--- src/design/gcd_euclid_unit_macros.svh ---
// Assertion macros shared by the gcd unit.
`ifndef GCD_EUCLID_UNIT_MACROS_SVH
`define GCD_EUCLID_UNIT_MACROS_SVH

// Same-cycle implication, checked outside reset.
`define GCD_ASSERT_NOW(label, clk, rst, ante, cons, msg) \
   label: assert property (@(posedge clk) disable iff (rst) (ante) |-> (cons)) \
      else $error(msg);

// Next-cycle implication, checked outside reset.
`define GCD_ASSERT_NEXT(label, clk, rst, ante, cons, msg) \
   label: assert property (@(posedge clk) disable iff (rst) (ante) |=> (cons)) \
      else $error(msg);

`endif

--- src/design/gcd_pkg.sv ---
// Shared constants and controller/datapath interface types for the gcd unit.
`timescale 1ns / 1ps

package gcd_pkg;

   localparam int OPERAND_WIDTH = 32;
   localparam int IO_WIDTH      = 32;
   localparam int SHIFT_WIDTH   = $clog2(OPERAND_WIDTH);

   typedef logic [OPERAND_WIDTH-1:0] operand_type;
   typedef logic [IO_WIDTH-1:0]      io_word_type;
   typedef logic [SHIFT_WIDTH-1:0]   shift_type;

   // Commands from controller to datapath.
   typedef struct packed {
      logic load;
      logic step;
      logic emit;
   } gcd_cmd_type;

   // Status from datapath to controller.
   typedef struct packed {
      logic finished;
   } gcd_stat_type;

endpackage

--- src/design/gcd_dp.sv ---
// Datapath of the gcd unit: operand registers, binary gcd step and result register.
`timescale 1ns / 1ps

module gcd_dp (
   input  logic                 clock,
   input  gcd_pkg::io_word_type first_operand,
   input  gcd_pkg::io_word_type second_operand,
   input  gcd_pkg::gcd_cmd_type cmd,
   output gcd_pkg::gcd_stat_type stat,
   output gcd_pkg::io_word_type divisor_result,
   output logic                 both_zero
);
   import gcd_pkg::*;

   operand_type a_ff, a_in;
   operand_type b_ff, b_in;
   shift_type   k_ff, k_in;
   logic        zero_ff, zero_in;
   io_word_type result_ff, result_in;
   logic        flag_ff, flag_in;

   operand_type a_load, b_load, survivor, scaled;
   logic        a_zero, b_zero, a_ge_b;

   assign a_load = OPERAND_WIDTH'(first_operand);
   assign b_load = OPERAND_WIDTH'(second_operand);
   assign a_zero = (a_ff == '0);
   assign b_zero = (b_ff == '0);
   assign a_ge_b = (a_ff >= b_ff);
   assign stat.finished = a_zero | b_zero;

   // The nonzero survivor times the common power of two is the gcd.
   assign survivor = a_zero ? b_ff : a_ff;
   assign scaled   = survivor << k_ff;

   always_comb begin
      a_in    = a_ff;
      b_in    = b_ff;
      k_in    = k_ff;
      zero_in = zero_ff;
      if (cmd.load) begin
         a_in    = a_load;
         b_in    = b_load;
         k_in    = '0;
         zero_in = (a_load == '0) && (b_load == '0);
      end else if (cmd.step) begin
         if (!a_ff[0] && !b_ff[0]) begin
            // pull a common factor of two out of both
            a_in = a_ff >> 1;
            b_in = b_ff >> 1;
            k_in = k_ff + SHIFT_WIDTH'(1);
         end else if (!a_ff[0]) begin
            a_in = a_ff >> 1;
         end else if (!b_ff[0]) begin
            b_in = b_ff >> 1;
         end else if (a_ge_b) begin
            a_in = a_ff - b_ff;
         end else begin
            b_in = b_ff - a_ff;
         end
      end
   end

   assign result_in = cmd.emit ? IO_WIDTH'(scaled) : result_ff;
   assign flag_in   = cmd.emit ? zero_ff : flag_ff;

   always_ff @(posedge clock) begin
      a_ff      <= a_in;
      b_ff      <= b_in;
      k_ff      <= k_in;
      zero_ff   <= zero_in;
      result_ff <= result_in;
      flag_ff   <= flag_in;
   end

   assign divisor_result = result_ff;
   assign both_zero      = flag_ff;

endmodule

--- src/design/gcd_ctrl.sv ---
// Controller of the gcd unit: sequences load, step and result hand-off.
`timescale 1ns / 1ps

module gcd_ctrl (
   input  logic                  clock,
   input  logic                  reset,
   input  logic                  req_valid,
   output logic                  req_ready,
   output logic                  rsp_valid,
   input  logic                  rsp_ready,
   input  gcd_pkg::gcd_stat_type stat,
   output gcd_pkg::gcd_cmd_type  cmd
);
   import gcd_pkg::*;

   typedef enum logic [2:0] {
      ST_IDLE = 3'b001,
      ST_RUN  = 3'b010,
      ST_DONE = 3'b100
   } gcd_state_type;

   gcd_state_type state_ff, state_in;
   logic          rsp_valid_ff, rsp_valid_in;
   logic          out_free;

   assign out_free  = !rsp_valid_ff || rsp_ready;
   assign req_ready = (state_ff == ST_IDLE);

   always_comb begin
      state_in = state_ff;
      cmd      = '0;
      unique case (state_ff)
         ST_IDLE: begin
            if (req_valid) begin
               cmd.load = 1'b1;
               state_in = ST_RUN;
            end
         end
         ST_RUN: begin
            if (stat.finished) begin
               state_in = ST_DONE;
            end else begin
               cmd.step = 1'b1;
            end
         end
         ST_DONE: begin
            // hold the result until the output register is free
            if (out_free) begin
               cmd.emit = 1'b1;
               state_in = ST_IDLE;
            end
         end
         default: state_in = ST_IDLE;
      endcase
   end

   assign rsp_valid_in = cmd.emit || (rsp_valid_ff && !rsp_ready);

   always_ff @(posedge clock) begin
      if (reset) begin
         state_ff     <= ST_IDLE;
         rsp_valid_ff <= 1'b0;
      end else begin
         state_ff     <= state_in;
         rsp_valid_ff <= rsp_valid_in;
      end
   end

   assign rsp_valid = rsp_valid_ff;

endmodule

--- src/design/gcd_euclid_unit.sv ---
// Top level of the gcd unit: controller, datapath and checks.
`timescale 1ns / 1ps
`include "gcd_euclid_unit_macros.svh"

// Greatest common divisor of two unsigned operands. One item is in flight at
// a time. The request transfer edge loads the operands. The unit then runs one
// binary gcd step per cycle. Every halving drops a bit, and every subtract
// leaves an even difference that the next step halves. That makes at most
// about 4*OPERAND_WIDTH steps. The controller then sees the finish in ST_RUN,
// moves to ST_DONE and writes the output register once that register is free.
// The result sits in its own register, so the next request is taken while it
// waits for rsp_ready. Both operands zero give a result of 0 with
// rsp_both_zero set; one zero operand gives the other operand.
module gcd_euclid_unit (
   input  logic                 clock,
   input  logic                 reset,
   input  logic                 req_valid,
   output logic                 req_ready,
   input  gcd_pkg::io_word_type req_first_operand,
   input  gcd_pkg::io_word_type req_second_operand,
   output logic                 rsp_valid,
   input  logic                 rsp_ready,
   output gcd_pkg::io_word_type rsp_divisor_result,
   output logic                 rsp_both_zero
);
   import gcd_pkg::*;

   gcd_cmd_type  cmd;
   gcd_stat_type stat;

   gcd_ctrl u_ctrl (
      .clock     (clock),
      .reset     (reset),
      .req_valid (req_valid),
      .req_ready (req_ready),
      .rsp_valid (rsp_valid),
      .rsp_ready (rsp_ready),
      .stat      (stat),
      .cmd       (cmd)
   );

   gcd_dp u_dp (
      .clock          (clock),
      .first_operand  (req_first_operand),
      .second_operand (req_second_operand),
      .cmd            (cmd),
      .stat           (stat),
      .divisor_result (rsp_divisor_result),
      .both_zero      (rsp_both_zero)
   );

   `GCD_ASSERT_NEXT(a_busy_after_req, clock, reset, req_valid && req_ready, !req_ready, "request taken while busy")
   `GCD_ASSERT_NOW(a_emit_when_done, clock, reset, cmd.emit, stat.finished, "result written before iteration finished")
   `GCD_ASSERT_NOW(a_zero_flag_result, clock, reset, rsp_valid && rsp_both_zero, rsp_divisor_result == '0, "zero flag with nonzero result")

endmodule
--- config.mk ---
export PLATFORM = sky130hd
export DESIGN_NAME = gcd_euclid_unit
export DESIGN_NICKNAME = d
export VERILOG_FILES = /design/src/design/gcd_pkg.sv /design/src/design/gcd_dp.sv /design/src/design/gcd_ctrl.sv /design/src/design/gcd_euclid_unit.sv
export VERILOG_INCLUDE_DIRS = /design/src /design/src/design
export SDC_FILE = /design/constraint.sdc
export NUM_CORES = 1
export LEC_CHECK = 0
export BUFFER_PORTS_ARGS = -buffer_cell sky130_fd_sc_hd__clkbuf_2
export CAP_MARGIN = 25
export CELL_PAD_IN_SITES_DETAIL_PLACEMENT = 1
export CELL_PAD_IN_SITES_GLOBAL_PLACEMENT = 1
export CORE_ASPECT_RATIO = 1.5
export CORE_MARGIN = 4
export CORE_UTILIZATION = 30
export DETAILED_ROUTE_END_ITERATION = 8
export GPL_ROUTABILITY_DRIVEN = 0
export PLACE_DENSITY = 0.62
export REMOVE_ABC_BUFFERS = 1
export SLEW_MARGIN = 30
export SYNTH_ARGS = -nofsm -noshare
export SYNTH_HDL_FRONTEND = slang
export SYNTH_HIERARCHICAL = 1
export SYNTH_SLANG_ARGS = --single-unit
--- constraint.sdc ---
create_clock -name clock -period 5.17 [get_ports clock]
set_input_delay 0 -clock clock [delete_from_list [all_inputs] [get_ports clock]]
set_output_delay 0 -clock clock [all_outputs]
set_load 0.02 [all_outputs]
==> results of run 1 <==
==> routing by layer <==
layer,global-route usage [%],vias up
met5,0,-
met4,10.4,0
met3,2.20,84
met2,40.8,271
met1,24.8,4927
li1,-,4605
==> state kept, by name, summed over array words and instances, names as in the netlist <==
| name | count |
|---|---|
| u_dp/divisor_result | 32 |
| u_dp/a_ff | 32 |
| u_dp/k_ff | 5 |
| u_dp/b_ff | 32 |
| u_dp/zero_ff | 1 |
| u_dp/both_zero | 1 |
| u_ctrl/rsp_valid | 1 |
| u_ctrl/state_ff | 3 |
==> kinds of logic after synthesis <==
logic type,share of synthesized area (%)
AO/OA/AOI/OAI,27.8
buffers and inverters,7.19
flip-flops,30.9
multiplexers,5.95
AND/OR/NAND/NOR,14.4
adder cells (fa/ha/maj),8.57
XOR/XNOR,5.20
==> worst reg2reg max path, cell delays in order (launching register included) <==
cell and delay, ns:
edfxtp_1 0.54, inv_1 0.18, ha_1 0.19, inv_1 0.06, fa_1 0.40, a21o_1 0.21
a221oi_2 0.49, a2bb2oi_1 0.28, a21oi_2 0.17, o21a_1 0.51, a21boi_4 0.38, buf_4 0.45
==> path summary, 6_finish.rpt <==
| kind | start | end | slack [ns] |
|---|---|---|---|
| worst min register to register | u_dp/zero_ff$_DFFE_PP_ | u_dp/both_zero$_DFFE_PP_ | 0.43 |
| worst min-delay path | req_first_operand[8] | u_dp/a_ff[8]$_DFFE_PP_ | 0.01 |
| worst max-delay path | u_dp/a_ff[0]$_DFFE_PP_ | u_dp/b_ff[7]$_DFFE_PP_ | 0.94 |
| worst max register to register | u_dp/a_ff[0]$_DFFE_PP_ | u_dp/b_ff[7]$_DFFE_PP_ | 0.94 |
==> placed cells by master (no fill, tap or decap), types with 9 or more instances in the layout <==
cell type / instances
buf_4: 15
o21ai_0: 75
nor2_1: 68
a211oi_1: 9
dlygate4sd3_1: 53
clkbuf_2: 102
nand3_1: 12
mux2_2: 27
o22ai_1: 17
mux2i_1: 14
o21bai_1: 14
nand2_1: 82
nor2b_1: 11
nand2b_1: 12
nor4_1: 34
xor2_1: 20
o21a_1: 17
inv_1: 105
edfxtp_1: 98
xnor2_1: 40
a221oi_1: 29
ha_1: 66
nand4_1: 15
a21oi_1: 146
o31ai_1: 11
o221ai_1: 12
nor3_1: 14
clkbuf_16: 9
a21o_1: 17
==> power groups by stage <==
stage | combinational, mW | clock, mW | sequential, mW
6_report | 2.06 | 0.721 | 1.26
5_1_grt | 2.24 | 0.774 | 1.26
4_1_cts | 2.05 | 0.741 | 1.25
3_5_place_dp | 2.00 | 0 | 1.27
3_3_place_gp | 1.99 | 0 | 1.27
2_1_floorplan | 1.42 | 0 | 1.18
==> per-stage QoR <==
step | cells | instance area (um2) | setup slack, ns
after floorplan | 1106 | 9770 | 0.0102
after global placement | 1644 | 11000 | 1.03
after detailed placement | 1644 | 11000 | 1.01
after CTS | 1713 | 11800 | 0.981
after global routing | 1713 | 11800 | 0.821
final | 1713 | 11800 | 0.936
==> final cells by class <==
type	count	area, um2
clock buffer	9	225
clock inverter	7	68.8
fill	3928	21600
inverter	105	394
multi-input combinational	894	6280
sequential	107	3120
tap	420	526
timing repair buffer	171	1160
==> repair_timing <==
action | CTS | global route
endpoints found under the hold margin | 54 | 0
gates resized for setup | 0 | 0
hold buffers | 53 | 0
==> impl_metrics.ini, run 1 <==
[outcome]
outcome = finished, final reports clean

[floorplanning]
die_w_um = 158
start_util_pct = 30.3
die-area_mm2 = 0.0368
io_pins = 103
rows = 82
die_y_um = 233
core_mm2 = 0.0333

[worst_setup_path]
critical_path.most_common_cell = inv_1
worstRegToRegCells = 11
path_max_fanout = 27
path_buf_inv = 3
cp_slowest_cell = edfxtp_1
path_depth = 11
cp_top_family = compound AO/OA/AOI/OAI gates
worstSetupStartpointType = register
end_kind = register
crit_chain = inv_1, ha_1, inv_1, fa_1, a21o_1, a221oi_2, a2bb2oi_1, a21oi_2, o21a_1, a21boi_4, buf_4
critPathRequiredTime_ns = 5.21
cpPeakStageDelay_ns = 0.54
path_class = reg -> reg
arrival_ns = 4.27

[pwr]
p_int_mw = 2.21
ir_worst_vdd_uv = 190
sequentialPowerShare_pct = 31.1
p_per_area_mw_per_mm2 = 343
power_frac_comb_pct = 51.1
leakage_nw = 4.67
p_switching_mw = 1.83
power_mw = 4.04
clockPowerShare_pct = 17.8
sw_frac_of_total_pct = 45.3

[route]
drt-met1-wl_um = 16000
final_antenna_net_count = 0
wl_met2_um = 21700
num_vias = 9887
via_per_inst = 5.77
highest_layer = met4
wl_per_cell_um = 23.9
drt_iter0_drc = 592
route.met3.wl_um = 1200
wl_um = 40900
dr.pass1.iters = 7
drc_errors = 0

[global_routing]
grt_antenna_before_repair = 0
grt_usage_pct = 22.0
grt_pass1_wl_um = 61700
overflow = 0
grt_max_degree = 104
grt_pass1_vias = 10200

[timing]
rsz0062_at_grt = false
fmax_ghz = 0.236
setup_viol_count_final = 0
fin_crit_sh_pct = 81.9
tns_ns = 0
skew_ns = 0.0152
worst_slew_pin_slew_ns = 0.915
relSlewSlack_pct = 38.9
drv_slew = 0
finalHoldViolCount = 0
min_period_ns = 4.23
whs_ns = 0.0139

[clock_tree]
cts_buffer_depth = 2
htree_levels = 3
numCtsBuffers = 9
cts_setup_buffers = 0
cts.clk_slew.worst_paths_ns = 0.09
cts_tree = built
insertion_delay_ns = 0.40
ctsRootBufferMaster = clkbuf_16
clock-sinks = 107

[logic_synthesis]
synth_edf_count = 98
synth_most_common_cell = a21oi_1
synth-seq-cells = 107
yosys-top-cells-area = edfxtp_1 29%, ha_1 8.2%, a21oi_1 7.2%, inv_1 3.9%, o21ai_0 3.7%
yosys_warnings = 6
syn_area_per_cell_um2 = 8.54
synth_top_area_share_pct = 29.1
synth_cell_types = 80
ys.flop_type = edfxtp_1
ys_seq_area_share_pct = 30.9
ys_async_sr_fraction_pct = 0
yosys-top-cells-count = 146 x a21oi_1, 105 x inv_1, 98 x edfxtp_1
synth_cells = 1184
syn-cell-area_mm2 = 0.0101
synth.largest_area_cell = edfxtp_1

[hold_path]
hold_depth = 3
hp-class = in -> reg

[finish]
area_delta_synth_final_pct = 16.6
drive_above_1_share_pct = 15.2
fin_util_pct = 35.4
num-nets-final = 1424
n_antenna_cell = 0

[placement]
portBuffers = 102
hpwl_um = 32100

[job]
drv_cap = 0
(Power assumes the default switching activity.)
==> run 2: changes to the inputs <==
PLACE_DENSITY = 0.6   (was 0.62)
clock period = 3.9 ns   (was 5.17 ns; I/O delays follow)
==> impl_metrics.ini, run 2 (synthesis results as in run 1) <==
[outcome]
outcome = finished, final reports clean

[timing]
finalHoldViolCount = 0
setup_viol_count_final = 0
skew_ns = 0.0195
fmax_ghz = 0.263
fin_crit_sh_pct = 97.6
rsz0062_at_grt = false
worst_slew_pin_slew_ns = 0.977
min_period_ns = 3.80
relSlewSlack_pct = 34.8
drv_slew = 0

[route]
drt_iter0_drc = 739
dr.pass1.iters = 7
final_antenna_net_count = 0
num_vias = 10100
drc_errors = 0
wl_per_cell_um = 24.0
wl_um = 42300
via_per_inst = 5.69

[worst_setup_path]
rrSetupSlack_ns = 0.1
path_max_fanout = 6
worstSetupStartpointType = register
arrival_ns = 4.00
critPathRequiredTime_ns = 4.10
r2r-start = u_dp/a_ff[8]$_DFFE_PP_
path_class = reg -> reg
r2r_end = u_dp/a_ff[25]$_DFFE_PP_
end_kind = register
worstRegToRegCells = 11

[finish]
multi_input_area_mm2 = 0.00629
drive_above_1_share_pct = 18.9
layout_commonest_cell = a21oi_1
num-nets-final = 1476
area_delta_synth_final_pct = 20.6
n_antenna_cell = 0
mostFrequentLayoutCells = 145 x a21oi_1, 105 x inv_1, 102 x clkbuf_2, 98 x edfxtp_1, 82 x nand2_1
fin_area_mm2 = 0.0122
fin_util_pct = 36.6
fill_cells = 3954
regArea_mm2 = 0.00312

[hold_path]
hold_path.startpoint = req_first_operand[29]
whs_endpoint = u_dp/a_ff[29]$_DFFE_PP_
hold_depth = 4
hp-class = in -> reg

[pwr]
p_int_mw = 3.08
p_per_area_mw_per_mm2 = 458
p_switching_mw = 2.51
ir_worst_vdd_uv = 207
power_mw = 5.59
sequentialPowerShare_pct = 28.8
sw_frac_of_total_pct = 44.9
clockPowerShare_pct = 17.3
power_frac_comb_pct = 53.9
leakage_nw = 4.93

[placement]
hpwl_um = 33600
portBuffers = 102
place_area_mm2 = 0.0114

[clock_tree]
cts_buffer_depth = 2
numCtsBuffers = 9
insertion_delay_ns = 0.39
clock-sinks = 107
cts_setup_buffers = 0
cts_tree = built
htree_levels = 3
ctsRootBufferMaster = clkbuf_16
cts.clk_slew.worst_paths_ns = 0.09

[floorplanning]
core_mm2 = 0.0333
die_y_um = 233
rows = 82
start_util_pct = 30.3
io_pins = 103
die_w_um = 158
die-area_mm2 = 0.0368

[global_routing]
grt_pass1_wl_um = 63700
grt_pass1_vias = 10700
grt_usage_pct = 22.8
grt_antenna_before_repair = 0
overflow = 0
grt_max_degree = 74

[job]
drv_cap = 0
run 2: cell count changes in the layout (fill, tap and decap cells not counted), sizes merged:
cell,before,now
buf,16,73
clkinv,2,5
dlygate4sd3,53,48
inv,110,107
run 2: per-layer routing:
metal  share of wire, %  up-vias  GRT usage, %
li1                   -     4719             -
met1                 39     4956          25.4
met2                 53      283          42.2
met3                3.0       93          2.27
met4                5.6        0          11.5
met5                  0        -             0
run 2: area by class of cell:
class                           instances  share of cell area (%)
Multi-Input combinational cell        894                    51.6
Sequential cell                       107                    25.6
Timing Repair Buffer                  223                    12.8
Tap cell                              420                    4.31
Inverter                              105                    3.23
Clock buffer                            9                    1.85
Clock inverter                          7                   0.595
run 2: critical path, cell delays in order (launching register included):
cell       delay, ns
edfxtp_1        0.47
inv_1           0.08
ha_1            0.42
nand2_1         0.16
or4_1           0.58
a2bb2oi_1       0.19
a21oi_2         0.22
buf_4           0.18
o21a_1          0.38
nand3_1         0.37
buf_4           0.29
o31ai_1         0.29
run 2: what timing repair did:
item / 4_1_cts / 5_1_grt
hold buffers: 48 / 0
hold endpoints to repair: 49 / 0
resized for setup: 0 / 2
setup endpoints to repair: 0 / 5
run 2: worst max-delay path by stage:
stage,start,endpoint,slack [ns],cells after the start
6_report,u_dp/a_ff[8]$_DFFE_PP_,u_dp/a_ff[25]$_DFFE_PP_,0.1,11
3_3_place_gp,u_dp/b_ff[0]$_DFFE_PP_,u_dp/b_ff[24]$_DFFE_PP_,0.17,13
4_1_cts,u_dp/b_ff[0]$_DFFE_PP_,u_dp/b_ff[24]$_DFFE_PP_,0.11,13
5_1_grt,u_dp/a_ff[8]$_DFFE_PP_,u_dp/a_ff[31]$_DFFE_PP_,0.007,11
2_1_floorplan,u_dp/a_ff[0]$_DFFE_PP_,u_dp/b_ff[10]$_DFFE_PP_,-1.26,10
3_5_place_dp,u_dp/b_ff[0]$_DFFE_PP_,u_dp/b_ff[24]$_DFFE_PP_,0.15,13
run 2: metrics by stage:
step	setup slack (ns)	hold slack [ns]	std cells	TNS (ns)
global placement	0.170	0.218	1701	0
floorplan	-1.26	0.0691	1106	-39.05
finish	0.0953	0.0102	1765	0
global route	0.00658	0.0202	1765	0
CTS	0.112	0.000196	1765	0
detailed placement	0.145	0.232	1701	0
run 2: power groups by stage:
stage	Clock (mW)	Sequential, mW	Combinational (mW)
after global placement	0	1.63	2.91
after floorplan	0	1.57	1.88
after global routing	1.03	1.62	3.26
final	0.963	1.61	3.01
after detailed placement	0	1.63	2.92
after CTS	0.992	1.61	2.98
==> run 3: changes to the inputs <==
CORE_UTILIZATION = 46   (was 30)
PLACE_DENSITY = 0.85   (was 0.6)
==> impl_metrics.ini, run 3 (synthesis results as in run 1) <==
[timing]
fin_crit_sh_pct = 96.7
skew_ns = 0.0103
rsz0062_at_grt = false
drv_slew = 0
setup_viol_count_final = 0
relSlewSlack_pct = 34.0
tns_ns = 0
finalHoldViolCount = 0
min_period_ns = 3.77
fmax_ghz = 0.265
worst_slew_pin_slew_ns = 0.991
whs_ns = 0.0113

[floorplanning]
die-area_mm2 = 0.0245
rows = 66
io_pins = 103
die_y_um = 190
start_util_pct = 46.7
die_w_um = 129
core_mm2 = 0.0216

[global_routing]
overflow = 0
grt_max_degree = 92
grt_pass1_wl_um = 64600
grt_usage_pct = 34.3
grt_pass1_vias = 11400
grt_antenna_before_repair = 0

[clock_tree]
ctsRootBufferMaster = clkbuf_16
cts_setup_buffers = 0
clock-sinks = 107
insertion_delay_ns = 0.38
numCtsBuffers = 9
cts.clk_slew.worst_paths_ns = 0.09
cts_tree = built
cts_buffer_depth = 2
htree_levels = 3

[route]
final_antenna_net_count = 0
dr.pass1.iters = 6
wl_per_cell_um = 26.2
num_vias = 10900
via_per_inst = 6.72
drt_iter0_drc = 1106
drc_errors = 0
wl_um = 42300

[worst_setup_path]
r2r-start = u_dp/a_ff[0]$_DFFE_PP_
crit_start = u_dp/a_ff[0]$_DFFE_PP_
path_class = reg -> reg
worstSetupStartpointType = register
critPathRequiredTime_ns = 4.00
path_max_fanout = 5
end_kind = register
arrival_ns = 3.87

[finish]
fin_area_mm2 = 0.0120
drive_above_1_share_pct = 18.8
num-nets-final = 1475
fill_cells = 2604
area_delta_synth_final_pct = 18.4
layout_commonest_cell = a21oi_1
mostFrequentLayoutCells = 145 x a21oi_1, 105 x inv_1, 102 x clkbuf_2, 98 x edfxtp_1, 82 x nand2_1
n_antenna_cell = 0

[placement]
hpwl_um = 31600
place_area_mm2 = 0.0112
portBuffers = 102

[outcome]
outcome = finished, final reports clean

[job]
drv_cap = 0

[hold_path]
hp-class = in -> reg
hold_path.startpoint = req_second_operand[22]

[pwr]
leakage_nw = 4.91
p_per_area_mw_per_mm2 = 470
ir_worst_vdd_uv = 257
[run 3: through the flow]
stage          utilization [%]  cells  worst slack, ns  total power, mW
3_3_place_gp              51.6   1549            0.436             4.40
3_5_place_dp              51.6   1549            0.313             4.50
5_1_grt                   55.3   1616          0.00846             5.87
2_1_floorplan                -   1106            -1.26             3.45
6_report                  55.3   1616            0.127             5.62
4_1_cts                   55.3   1616            0.230             5.50
[run 3: timing repair]
item / 4_1_cts / 5_1_grt
resized for setup: 0 / 2
hold buffers: 51 / 0
endpoints found under the setup margin: 0 / 2
hold endpoints to repair: 52 / 0
[run 3: final timing paths]
kind / cells past startpoint / slack [ns] / to
setup / recovery: 13 / 0.13 / u_dp/a_ff[30]$_DFFE_PP_
hold / removal: 3 / 0.01 / u_dp/b_ff[22]$_DFFE_PP_
setup reg to reg: 13 / 0.13 / u_dp/a_ff[30]$_DFFE_PP_
hold reg to reg: 0 / 0.43 / u_dp/both_zero$_DFFE_PP_
[run 3: layout make-up]
| class | count | area (um2) | area share, % |
|---|---|---|---|
| clock inverter | 7 | 56.3 | 0.471 |
| sequential | 107 | 3130 | 26.1 |
| tap | 272 | 340 | 2.84 |
| clock buffer | 9 | 225 | 1.88 |
| multi-input combinational | 894 | 6290 | 52.5 |
| timing repair buffer | 222 | 1540 | 12.9 |
| inverter | 105 | 394 | 3.29 |
[run 3: per-layer routing]
metal,part of all wire [%],vias up,GRT usage (%)
li1,-,4724,-
met1,35,5277,37.1
met2,50,637,60.3
met3,7.0,224,5.59
met4,7.7,0,23.0
met5,0,-,0
[run 3: report_power, final]
| part | switching [mW] | internal, mW |
|---|---|---|
| Clock | 0.508 | 0.447 |
| Sequential | 0.167 | 1.44 |
| Combinational | 1.88 | 1.18 |
[run 3: worst max-delay path: stages (launching register included)]
cell and delay [ns]:
edfxtp_1 0.41, inv_1 0.12, ha_1 0.18, inv_1 0.06, fa_1 0.40, a21o_1 0.21, a221oi_2 0.29, a2bb2oi_1 0.23
a21oi_2 0.14, a31oi_1 0.52, o21ai_0 0.29, xor2_1 0.21, a221oi_1 0.33, a21oi_1 0.08
